**src/hw/rtl/lmt_pkg.sv**
```systemverilog
`timescale 1ns / 1ps

package lmt_pkg;

	// Display modes, encoded as the status register reports them.
	typedef enum logic [1:0] {
		MODE_HBLANK = 2'd0,
		MODE_VBLANK = 2'd1,
		MODE_OAM    = 2'd2,
		MODE_DRAW   = 2'd3
	} mode_t;

	// Tick operation codes. Code 3 is reserved and leaves the state alone.
	localparam logic [1:0] OP_ADVANCE = 2'd0;
	localparam logic [1:0] OP_LCD_OFF = 2'd1;
	localparam logic [1:0] OP_LCD_ON  = 2'd2;

	// Configuration register indexes.
	localparam logic [0:0] REG_LINE_COMPARE = 1'b0;
	localparam logic [0:0] REG_IRQ_ENABLES  = 1'b1;

	// Bits of the status interrupt enable register.
	localparam int IRQ_EN_HBLANK  = 0;
	localparam int IRQ_EN_VBLANK  = 1;
	localparam int IRQ_EN_OAM     = 2;
	localparam int IRQ_EN_COMPARE = 3;

	localparam logic [9:0] DOT_COUNT_MAX = 10'd1023;
	localparam logic [9:0] DOT_COUNT_ON  = 10'd4;

	typedef struct packed {
		logic [1:0] operation;
		logic [6:0] dots;
	} tick_t;

	typedef struct packed {
		logic [7:0] line;
		logic [1:0] status_mode;
		logic       compare_match;
		logic       vblank_irq;
		logic       status_irq;
		logic       hblank_dma;
		logic       lcd_active;
	} stat_t;

	typedef struct packed {
		logic [7:0] line_compare;
		logic [3:0] irq_enables;
	} cfg_t;

	typedef struct packed {
		mode_t      mode;
		logic [9:0] dots;
		logic [7:0] line;
		mode_t      status_mode;
		logic       compare_flag;
		logic       lcd_on;
	} timing_state_t;

endpackage

```
**src/hw/rtl/lmt_step.sv**
```systemverilog
`timescale 1ns / 1ps

// Next-state and result logic for one tick: at most one mode transition.
module lmt_step #(
	parameter int OAM_DOTS      = 80,
	parameter int DRAW_DOTS     = 172,
	parameter int HBLANK_DOTS   = 204,
	parameter int VISIBLE_LINES = 144,
	parameter int TOTAL_LINES   = 154
) (
	input  lmt_pkg::timing_state_t cur,
	input  lmt_pkg::tick_t         tick,
	input  lmt_pkg::cfg_t          cfg,
	output lmt_pkg::timing_state_t nxt,
	output lmt_pkg::stat_t         stat
);

	localparam logic [10:0] OAM_W    = 11'(OAM_DOTS);
	localparam logic [10:0] DRAW_W   = 11'(DRAW_DOTS);
	localparam logic [10:0] HBLANK_W = 11'(HBLANK_DOTS);
	localparam logic [10:0] LINE_W   = 11'(OAM_DOTS + DRAW_DOTS + HBLANK_DOTS);
	localparam logic [7:0]  VIS_W    = 8'(VISIBLE_LINES);
	localparam logic [7:0]  TOT_W    = 8'(TOTAL_LINES);

	logic [10:0] sum;
	logic [10:0] cnt;
	logic [7:0]  line_inc;
	logic        inc_match;
	logic        vblank_p;
	logic        status_p;
	logic        dma_p;

	always_comb begin
		nxt      = cur;
		vblank_p = 1'b0;
		status_p = 1'b0;
		dma_p    = 1'b0;
		sum      = {1'b0, cur.dots} + {4'd0, tick.dots};
		cnt      = (sum > {1'b0, lmt_pkg::DOT_COUNT_MAX}) ? {1'b0, lmt_pkg::DOT_COUNT_MAX} : sum;
		line_inc = cur.line + 8'd1;
		inc_match = (line_inc == cfg.line_compare);

		unique case (tick.operation)
			lmt_pkg::OP_ADVANCE: begin
				if (cur.lcd_on) begin
					nxt.dots = cnt[9:0];
					unique case (cur.mode)
						lmt_pkg::MODE_OAM: begin
							if (cnt >= OAM_W) begin
								nxt.dots        = 10'(cnt - OAM_W);
								nxt.mode        = lmt_pkg::MODE_DRAW;
								nxt.status_mode = lmt_pkg::MODE_DRAW;
							end
						end
						lmt_pkg::MODE_DRAW: begin
							if (cnt >= DRAW_W) begin
								nxt.dots        = 10'(cnt - DRAW_W);
								nxt.mode        = lmt_pkg::MODE_HBLANK;
								nxt.status_mode = lmt_pkg::MODE_HBLANK;
								status_p        = cfg.irq_enables[lmt_pkg::IRQ_EN_HBLANK];
								dma_p           = (cur.line < VIS_W);
							end
						end
						lmt_pkg::MODE_HBLANK: begin
							if (cnt >= HBLANK_W) begin
								nxt.dots         = 10'(cnt - HBLANK_W);
								nxt.line         = line_inc;
								nxt.compare_flag = inc_match;
								status_p = inc_match & cfg.irq_enables[lmt_pkg::IRQ_EN_COMPARE];
								if (line_inc >= VIS_W) begin
									nxt.mode        = lmt_pkg::MODE_VBLANK;
									nxt.status_mode = lmt_pkg::MODE_VBLANK;
									vblank_p        = 1'b1;
									status_p = status_p | cfg.irq_enables[lmt_pkg::IRQ_EN_VBLANK];
								end else begin
									nxt.mode        = lmt_pkg::MODE_OAM;
									nxt.status_mode = lmt_pkg::MODE_OAM;
									status_p = status_p | cfg.irq_enables[lmt_pkg::IRQ_EN_OAM];
								end
							end
						end
						lmt_pkg::MODE_VBLANK: begin
							if (cnt >= LINE_W) begin
								nxt.dots         = 10'(cnt - LINE_W);
								nxt.line         = line_inc;
								nxt.compare_flag = inc_match;
								status_p = inc_match & cfg.irq_enables[lmt_pkg::IRQ_EN_COMPARE];
								// The compare is not repeated at the wrap to line 0.
								if (line_inc >= TOT_W) begin
									nxt.line        = 8'd0;
									nxt.mode        = lmt_pkg::MODE_OAM;
									nxt.status_mode = lmt_pkg::MODE_OAM;
									status_p = status_p | cfg.irq_enables[lmt_pkg::IRQ_EN_OAM];
								end
							end
						end
					endcase
				end
			end
			lmt_pkg::OP_LCD_OFF: begin
				if (cur.lcd_on) begin
					nxt.lcd_on      = 1'b0;
					nxt.line        = 8'd0;
					nxt.dots        = 10'd0;
					nxt.mode        = lmt_pkg::MODE_HBLANK;
					nxt.status_mode = lmt_pkg::MODE_HBLANK;
				end
			end
			lmt_pkg::OP_LCD_ON: begin
				if (!cur.lcd_on) begin
					nxt.lcd_on       = 1'b1;
					nxt.line         = 8'd0;
					nxt.dots         = lmt_pkg::DOT_COUNT_ON;
					nxt.mode         = lmt_pkg::MODE_OAM;
					nxt.status_mode  = lmt_pkg::MODE_HBLANK;
					nxt.compare_flag = (cfg.line_compare == 8'd0);
					status_p = (cfg.line_compare == 8'd0) &
						cfg.irq_enables[lmt_pkg::IRQ_EN_COMPARE];
				end
			end
			default: begin
				nxt = cur;
			end
		endcase

		stat.line          = nxt.line;
		stat.status_mode   = nxt.status_mode;
		stat.compare_match = nxt.compare_flag;
		stat.vblank_irq    = vblank_p;
		stat.status_irq    = status_p;
		stat.hblank_dma    = dma_p;
		stat.lcd_active    = nxt.lcd_on;
	end

endmodule

```
**src/hw/rtl/lcd_mode_timing_stat_irq.sv**
```systemverilog
`timescale 1ns / 1ps

// LCD mode timing and status interrupt block.
//
// The tick channel (tick_valid, tick_stall, tick) carries one item per
// transfer: either a number of elapsed dots or a request to switch the display
// off or on. Every tick yields exactly one status item on the stat channel
// (stat_valid, stat_stall, stat): current line, status mode bits, the line
// compare flag and the vblank, status interrupt and hblank DMA strobes.
// The cfg channel writes line_compare (index 0) and the status interrupt
// enables (index 1); it is always ready and should be used while idle.
//
// A tick is captured in an input register, then the timing logic computes the
// new state combinationally and loads the status item into the output register.
// One tick is taken per cycle while the output is not stalled; the mode and
// dot counter registers carry over from item to item. When the receiver stalls,
// the output register holds its item and the input register still takes one
// more tick; beyond that tick_stall rises until the output drains.
// Reset puts the display on, in oam scan at line 0 with dot count 0, status
// mode 0, compare flag 0 and both configuration registers 0.
module lcd_mode_timing_stat_irq #(
	parameter int OAM_DOTS      = 80,
	parameter int DRAW_DOTS     = 172,
	parameter int HBLANK_DOTS   = 204,
	parameter int VISIBLE_LINES = 144,
	parameter int TOTAL_LINES   = 154
) (
	input  logic            clk,
	input  logic            arst_n,
	input  logic            tick_valid,
	output logic            tick_stall,
	input  lmt_pkg::tick_t  tick,
	output logic            stat_valid,
	input  logic            stat_stall,
	output lmt_pkg::stat_t  stat,
	input  logic            cfg_valid,
	output logic            cfg_ready,
	input  logic [0:0]      cfg_index,
	input  logic [7:0]      cfg_data
);

	lmt_pkg::tick_t         tick_s1;
	logic                   valid_s1;
	lmt_pkg::timing_state_t state_q;
	lmt_pkg::timing_state_t state_nxt;
	lmt_pkg::cfg_t          cfg_q;
	lmt_pkg::stat_t         stat_nxt;
	lmt_pkg::stat_t         stat_q;
	logic                   stat_valid_q;
	logic                   advance;
	logic                   tick_take;

	// The stage moves forward when the output register is free or draining.
	assign advance    = valid_s1 && (!stat_valid_q || !stat_stall);
	assign tick_stall = valid_s1 && !advance;
	assign tick_take  = tick_valid && !tick_stall;
	assign cfg_ready  = 1'b1;
	assign stat_valid = stat_valid_q;
	assign stat       = stat_q;

	always_ff @(posedge clk or negedge arst_n) begin
		if (!arst_n) begin
			valid_s1 <= 1'b0;
		end else if (tick_take) begin
			valid_s1 <= 1'b1;
		end else if (advance) begin
			valid_s1 <= 1'b0;
		end
	end

	always_ff @(posedge clk) begin
		if (tick_take) begin
			tick_s1 <= tick;
		end
	end

	always_ff @(posedge clk or negedge arst_n) begin
		if (!arst_n) begin
			cfg_q.line_compare <= 8'd0;
			cfg_q.irq_enables  <= 4'd0;
		end else if (cfg_valid && cfg_ready) begin
			unique case (cfg_index)
				lmt_pkg::REG_LINE_COMPARE: cfg_q.line_compare <= cfg_data;
				lmt_pkg::REG_IRQ_ENABLES:  cfg_q.irq_enables  <= cfg_data[3:0];
			endcase
		end
	end

	lmt_step #(
		.OAM_DOTS      (OAM_DOTS),
		.DRAW_DOTS     (DRAW_DOTS),
		.HBLANK_DOTS   (HBLANK_DOTS),
		.VISIBLE_LINES (VISIBLE_LINES),
		.TOTAL_LINES   (TOTAL_LINES)
	) u_step (
		.cur  (state_q),
		.tick (tick_s1),
		.cfg  (cfg_q),
		.nxt  (state_nxt),
		.stat (stat_nxt)
	);

	// Timing state follows each tick as it leaves the input register.
	always_ff @(posedge clk or negedge arst_n) begin
		if (!arst_n) begin
			state_q.mode         <= lmt_pkg::MODE_OAM;
			state_q.dots         <= 10'd0;
			state_q.line         <= 8'd0;
			state_q.status_mode  <= lmt_pkg::MODE_HBLANK;
			state_q.compare_flag <= 1'b0;
			state_q.lcd_on       <= 1'b1;
		end else if (advance) begin
			state_q <= state_nxt;
		end
	end

	always_ff @(posedge clk or negedge arst_n) begin
		if (!arst_n) begin
			stat_valid_q <= 1'b0;
		end else if (advance) begin
			stat_valid_q <= 1'b1;
		end else if (!stat_stall) begin
			stat_valid_q <= 1'b0;
		end
	end

	always_ff @(posedge clk) begin
		if (advance) begin
			stat_q <= stat_nxt;
		end
	end

	// A held tick is not dropped while the output is blocked.
	a_tick_held: assert property (@(posedge clk) disable iff (!arst_n)
		valid_s1 && !advance |=> valid_s1)
		else $error("held tick lost");

	// While the display is off the timing counters stay parked.
	a_off_parked: assert property (@(posedge clk) disable iff (!arst_n)
		!state_q.lcd_on |-> (state_q.dots == 10'd0) && (state_q.line == 8'd0) &&
			(state_q.mode == lmt_pkg::MODE_HBLANK))
		else $error("counters move while display off");

	// An hblank DMA strobe only comes with hblank on a lit display.
	a_dma_mode: assert property (@(posedge clk) disable iff (!arst_n)
		stat_valid_q && stat_q.hblank_dma |->
			(stat_q.status_mode == lmt_pkg::MODE_HBLANK) && stat_q.lcd_active)
		else $error("hblank DMA outside hblank");

	// The vblank strobe marks entry into vblank.
	a_vblank_mode: assert property (@(posedge clk) disable iff (!arst_n)
		stat_valid_q && stat_q.vblank_irq |->
			(stat_q.status_mode == lmt_pkg::MODE_VBLANK) &&
			(stat_q.line == 8'(VISIBLE_LINES)))
		else $error("vblank strobe without vblank entry");

endmodule
```
**config.mk**
```make
export PLATFORM = sky130hd
export DESIGN_NAME = lcd_mode_timing_stat_irq
export DESIGN_NICKNAME = d
export VERILOG_FILES = /design/src/hw/rtl/lmt_pkg.sv /design/src/hw/rtl/lmt_step.sv /design/src/hw/rtl/lcd_mode_timing_stat_irq.sv
export SDC_FILE = /design/constraint.sdc
export NUM_CORES = 1
export LEC_CHECK = 0
export ABC_AREA = 1
export BUFFER_PORTS_ARGS = -buffer_cell sky130_fd_sc_hd__buf_2
export CORE_MARGIN = 1.5
export CORE_UTILIZATION = 39
export DETAILED_ROUTE_END_ITERATION = 8
export GPL_TIMING_DRIVEN = 0
export SYNTH_ARGS = -nofsm -noshare
export SYNTH_HDL_FRONTEND = slang
export SYNTH_SLANG_ARGS = --single-unit
export TNS_END_PERCENT = 10
```
**constraint.sdc**
```tcl
create_clock -name clk -period 2.9 [get_ports clk]
set_input_delay 0.29 -clock clk [delete_from_list [all_inputs] [get_ports clk]]
set_output_delay 0.29 -clock clk [all_outputs]
set_load 0.005 [all_outputs]
```
==> reports/qor.yml <==
final_nets: 855
crit_family: "simple AND/OR/NAND/NOR gates"
dieArea_sq_um: 13300
drtAntennaViolNets: 0
cts-buffers-inserted: 9
final_cell_mix: "nand2_1, inv_1, nand3_1, buf_2, buf_4"
grtUsageTotal: 0.241
pwr_density_cell_nw_per_um2: 566
coreArea_sq_um: 12200
syn-num-nets: 750
syn_area_per_cell_sq_um: 6.99
ys_top_cells_by_area: "nand2_1, dfrtp_1, edfxtp_1"
rows: 40
synth_edf_count: 24
initial_core_util: 0.404
fill_cells: 1101
path_cells: "ha_4 -> fa_2 -> buf_6 -> nand3_4 -> nand3_4 -> nor2_4 -> buf_6 -> ha_4 -> nand3_4 -> nand3_4 -> nand2_4 -> inv_4 -> nand2_4 -> nand2_8 -> buf_8 -> nand3_2 -> nand3_2 -> nand2_1 -> nand2_1 -> nand3_2"
clock.fmax_ghz: 0.322
async_flop_share: 0.613
wl_per_cell_um: 15.5
p_clk_frac: 0.268
clock_sinks: 62
synthDominantCellAreaShare: 0.189
drv_cap: 0
fin_crit_ns: 3.11
finalClockSkew_ns: 0.00812
vias: 5117
dr.max_layer_used: "met4"
finalCritPeriodShare: 1.07
max_stage_delay_ns: 0.42
rsz0062_at_grt: "yes"
synth_ff_type: "dfrtp_1"
grt_pass1_wl_um: 24500
holdWs_ns: 0.0847
die_w_um: 115
r2r_end: "stat[4]$_DFFE_PP_"
synth_cells: 703
hold_viol_final: 0
p_switching_mw: 1.49
port_buffers: 39
diodes: 0
cts-root-buf: "clkbuf_16"
crit_arrival_ns: 3.16
wl_met1_um: 6820
crit_fanout: 5
final_common_cell: "nand2_1"
pwr-share-seq: 0.299
rr_worst_depth: 20
ff2ff_setup_slack_ns: -0.21
overflow: 0
cts_tree: "done"
syn_to_final_growth_pct: 36.5
start_kind: "flip-flop"
finalSetupTns_ns: -4.38
synth_warnings: 0
violations: "negative setup slack"
cp_slowest_cell: "edfxtp_1"
die_y_um: 115
avgViaCountPerCell: 5.22
switching_share: 0.392
setup_viol: 33
place_hpwl_um: 10400
relSlewSlack: 0.352
drt_iter0_drc: 393
grt_max_degree: 39
rr_startpoint: "tick_s1[0]$_DFFE_PP_"
static-leakage-power_nw: 3.23
insertion_delay_ns: 0.34
cts_max_path_buffers: 2
pwr-share-comb: 0.433
cts.reportedPaths.clkPinSlew_ns: 0.05
multi_input_area_sq_um: 3360
ctsHtreeMaxLevel: 3
ys_seq_area_frac: 0.341
place_congestion: 0.934
wl_um: 15200
min-delay-path-class: "in -> async"
synthesis.area_sq_um: 4910
required_ns: 2.95
ir_drop_uv: 478
post_dp_cell_area_sq_um: 5330
worstMarginPinSlew_ns: 0.969
final_util: 0.552
critPathKind: "reg -> reg"
pre_cts_ws_ns: -0.699
final_layout_size_suffix_gt1_frac: 0.298
met3_length_um: 1050
drcViolationCount: 0
met2WireLength_um: 6880
regArea_sq_um: 1670
finalMaxSlewViolations: 0
antenna_found_initial: 0
ys_seq_elements: 62
drt_pass1_iterations: 5
ioPinCount: 41
path_buf_inv: 4
yosys.cell_types.count: 48
crit_top_cell: "nand3_4"
grt_pass1_vias: 4848
status: "finished with violations"
final_cell_area_sq_um: 6710
synth.largest_area_cell: "nand2_1"
crit_path_end_kind: "flip-flop"
final.setup.worst_slack_ns: -0.207
internal-power_mw: 2.31
[cell type report]
class / instances / area share
buffer: 14 / 0.0134
sequential: 62 / 0.250
timing repair buffer: 94 / 0.109
clock buffer: 11 / 0.0379
multi-input combinational: 540 / 0.501
inverter: 87 / 0.0528
clock inverter: 5 / 0.00466
tap: 168 / 0.0313
[cell families (layout without fill, tap and decap cells)]
logic type,count (synthesis),in the layout,synth area share
fa+ha+maj,24,24,0.0626
flops,62,62,0.341
simple gates,411,411,0.377
mux,2,2,0.00458
buf+inv,101,211,0.0838
compound gates,88,88,0.105
xor+xnor,14,14,0.0250
other cells,1,1,0.000763
[through the flow]
| step | instances | power, mW |
|---|---|---|
| finish | 981 | 3.80 |
| CTS | 971 | 3.65 |
| global route | 981 | 4.03 |
| floorplan | 703 | 1.97 |
| detailed placement | 910 | 2.31 |
| global placement | 910 | 2.30 |
[state kept, by name (all words and copies together), names as in the netlist]
register,cells
stat_valid,1
cfg_q,12
stat,15
valid_s1,1
state_q,24
tick_s1,9
[repair_timing]
item                       4_1_cts  5_1_grt
hold buffers                     0        0
setup endpoints to repair       35       35
setup buffers                   43       10
pin swaps                       40       41
gates resized for setup         91       51
gates cloned                     2        0
[routing by layer]
metal	up-vias	global-route usage
met4	0	0.0864
met3	38	0.0585
met1	2374	0.325
met5	-	0
met2	202	0.378
li1	2503	-
[worst max-delay path by stage]
| stage | startpoint | endpoint | slack (ns) | cells past startpoint |
|---|---|---|---|---|
| 4_1_cts | tick_s1[0]$_DFFE_PP_ | stat[6]$_DFFE_PP_ | -0.16 | 23 |
| 6_report | tick_s1[0]$_DFFE_PP_ | stat[4]$_DFFE_PP_ | -0.21 | 20 |
| 2_1_floorplan | tick_s1[0]$_DFFE_PP_ | state_q[22]$_DFFE_PN0P_ | 0.01 | 22 |
| 3_5_place_dp | state_q[15]$_DFFE_PN0P_ | stat[6]$_DFFE_PP_ | -0.70 | 20 |
| 3_3_place_gp | state_q[15]$_DFFE_PN0P_ | stat[6]$_DFFE_PP_ | -0.71 | 20 |
| 5_1_grt | tick_s1[0]$_DFFE_PP_ | state_q[15]$_DFFE_PN0P_ | -0.33 | 21 |
[power by group through the flow]
| stage | clock network (mW) | registers (mW) | logic [mW] |
|---|---|---|---|
| global placement | 0 | 1.13 | 1.16 |
| global route | 1.09 | 1.14 | 1.80 |
| CTS | 1.04 | 1.13 | 1.48 |
| finish | 1.02 | 1.13 | 1.65 |
| detailed placement | 0 | 1.14 | 1.18 |
| floorplan | 0 | 1.12 | 0.850 |
[synth_stat cells, types with 5 or more instances]
master	number
nor2_1	43
inv_2	6
clkinv_1	5
clkbuf_1	7
nand2_4	6
o21ai_2	5
nand2_2	13
inv_1	75
o21ai_1	5
o21ai_0	26
xnor2_1	6
nand2_1	247
xor2_1	8
dfrtp_1	36
nand3_1	59
edfxtp_1	24
nor3_1	7
ha_1	23
o211ai_1	5
a21oi_1	33
nand4_1	20
Note: power is estimated with default switching activity, not from simulation.
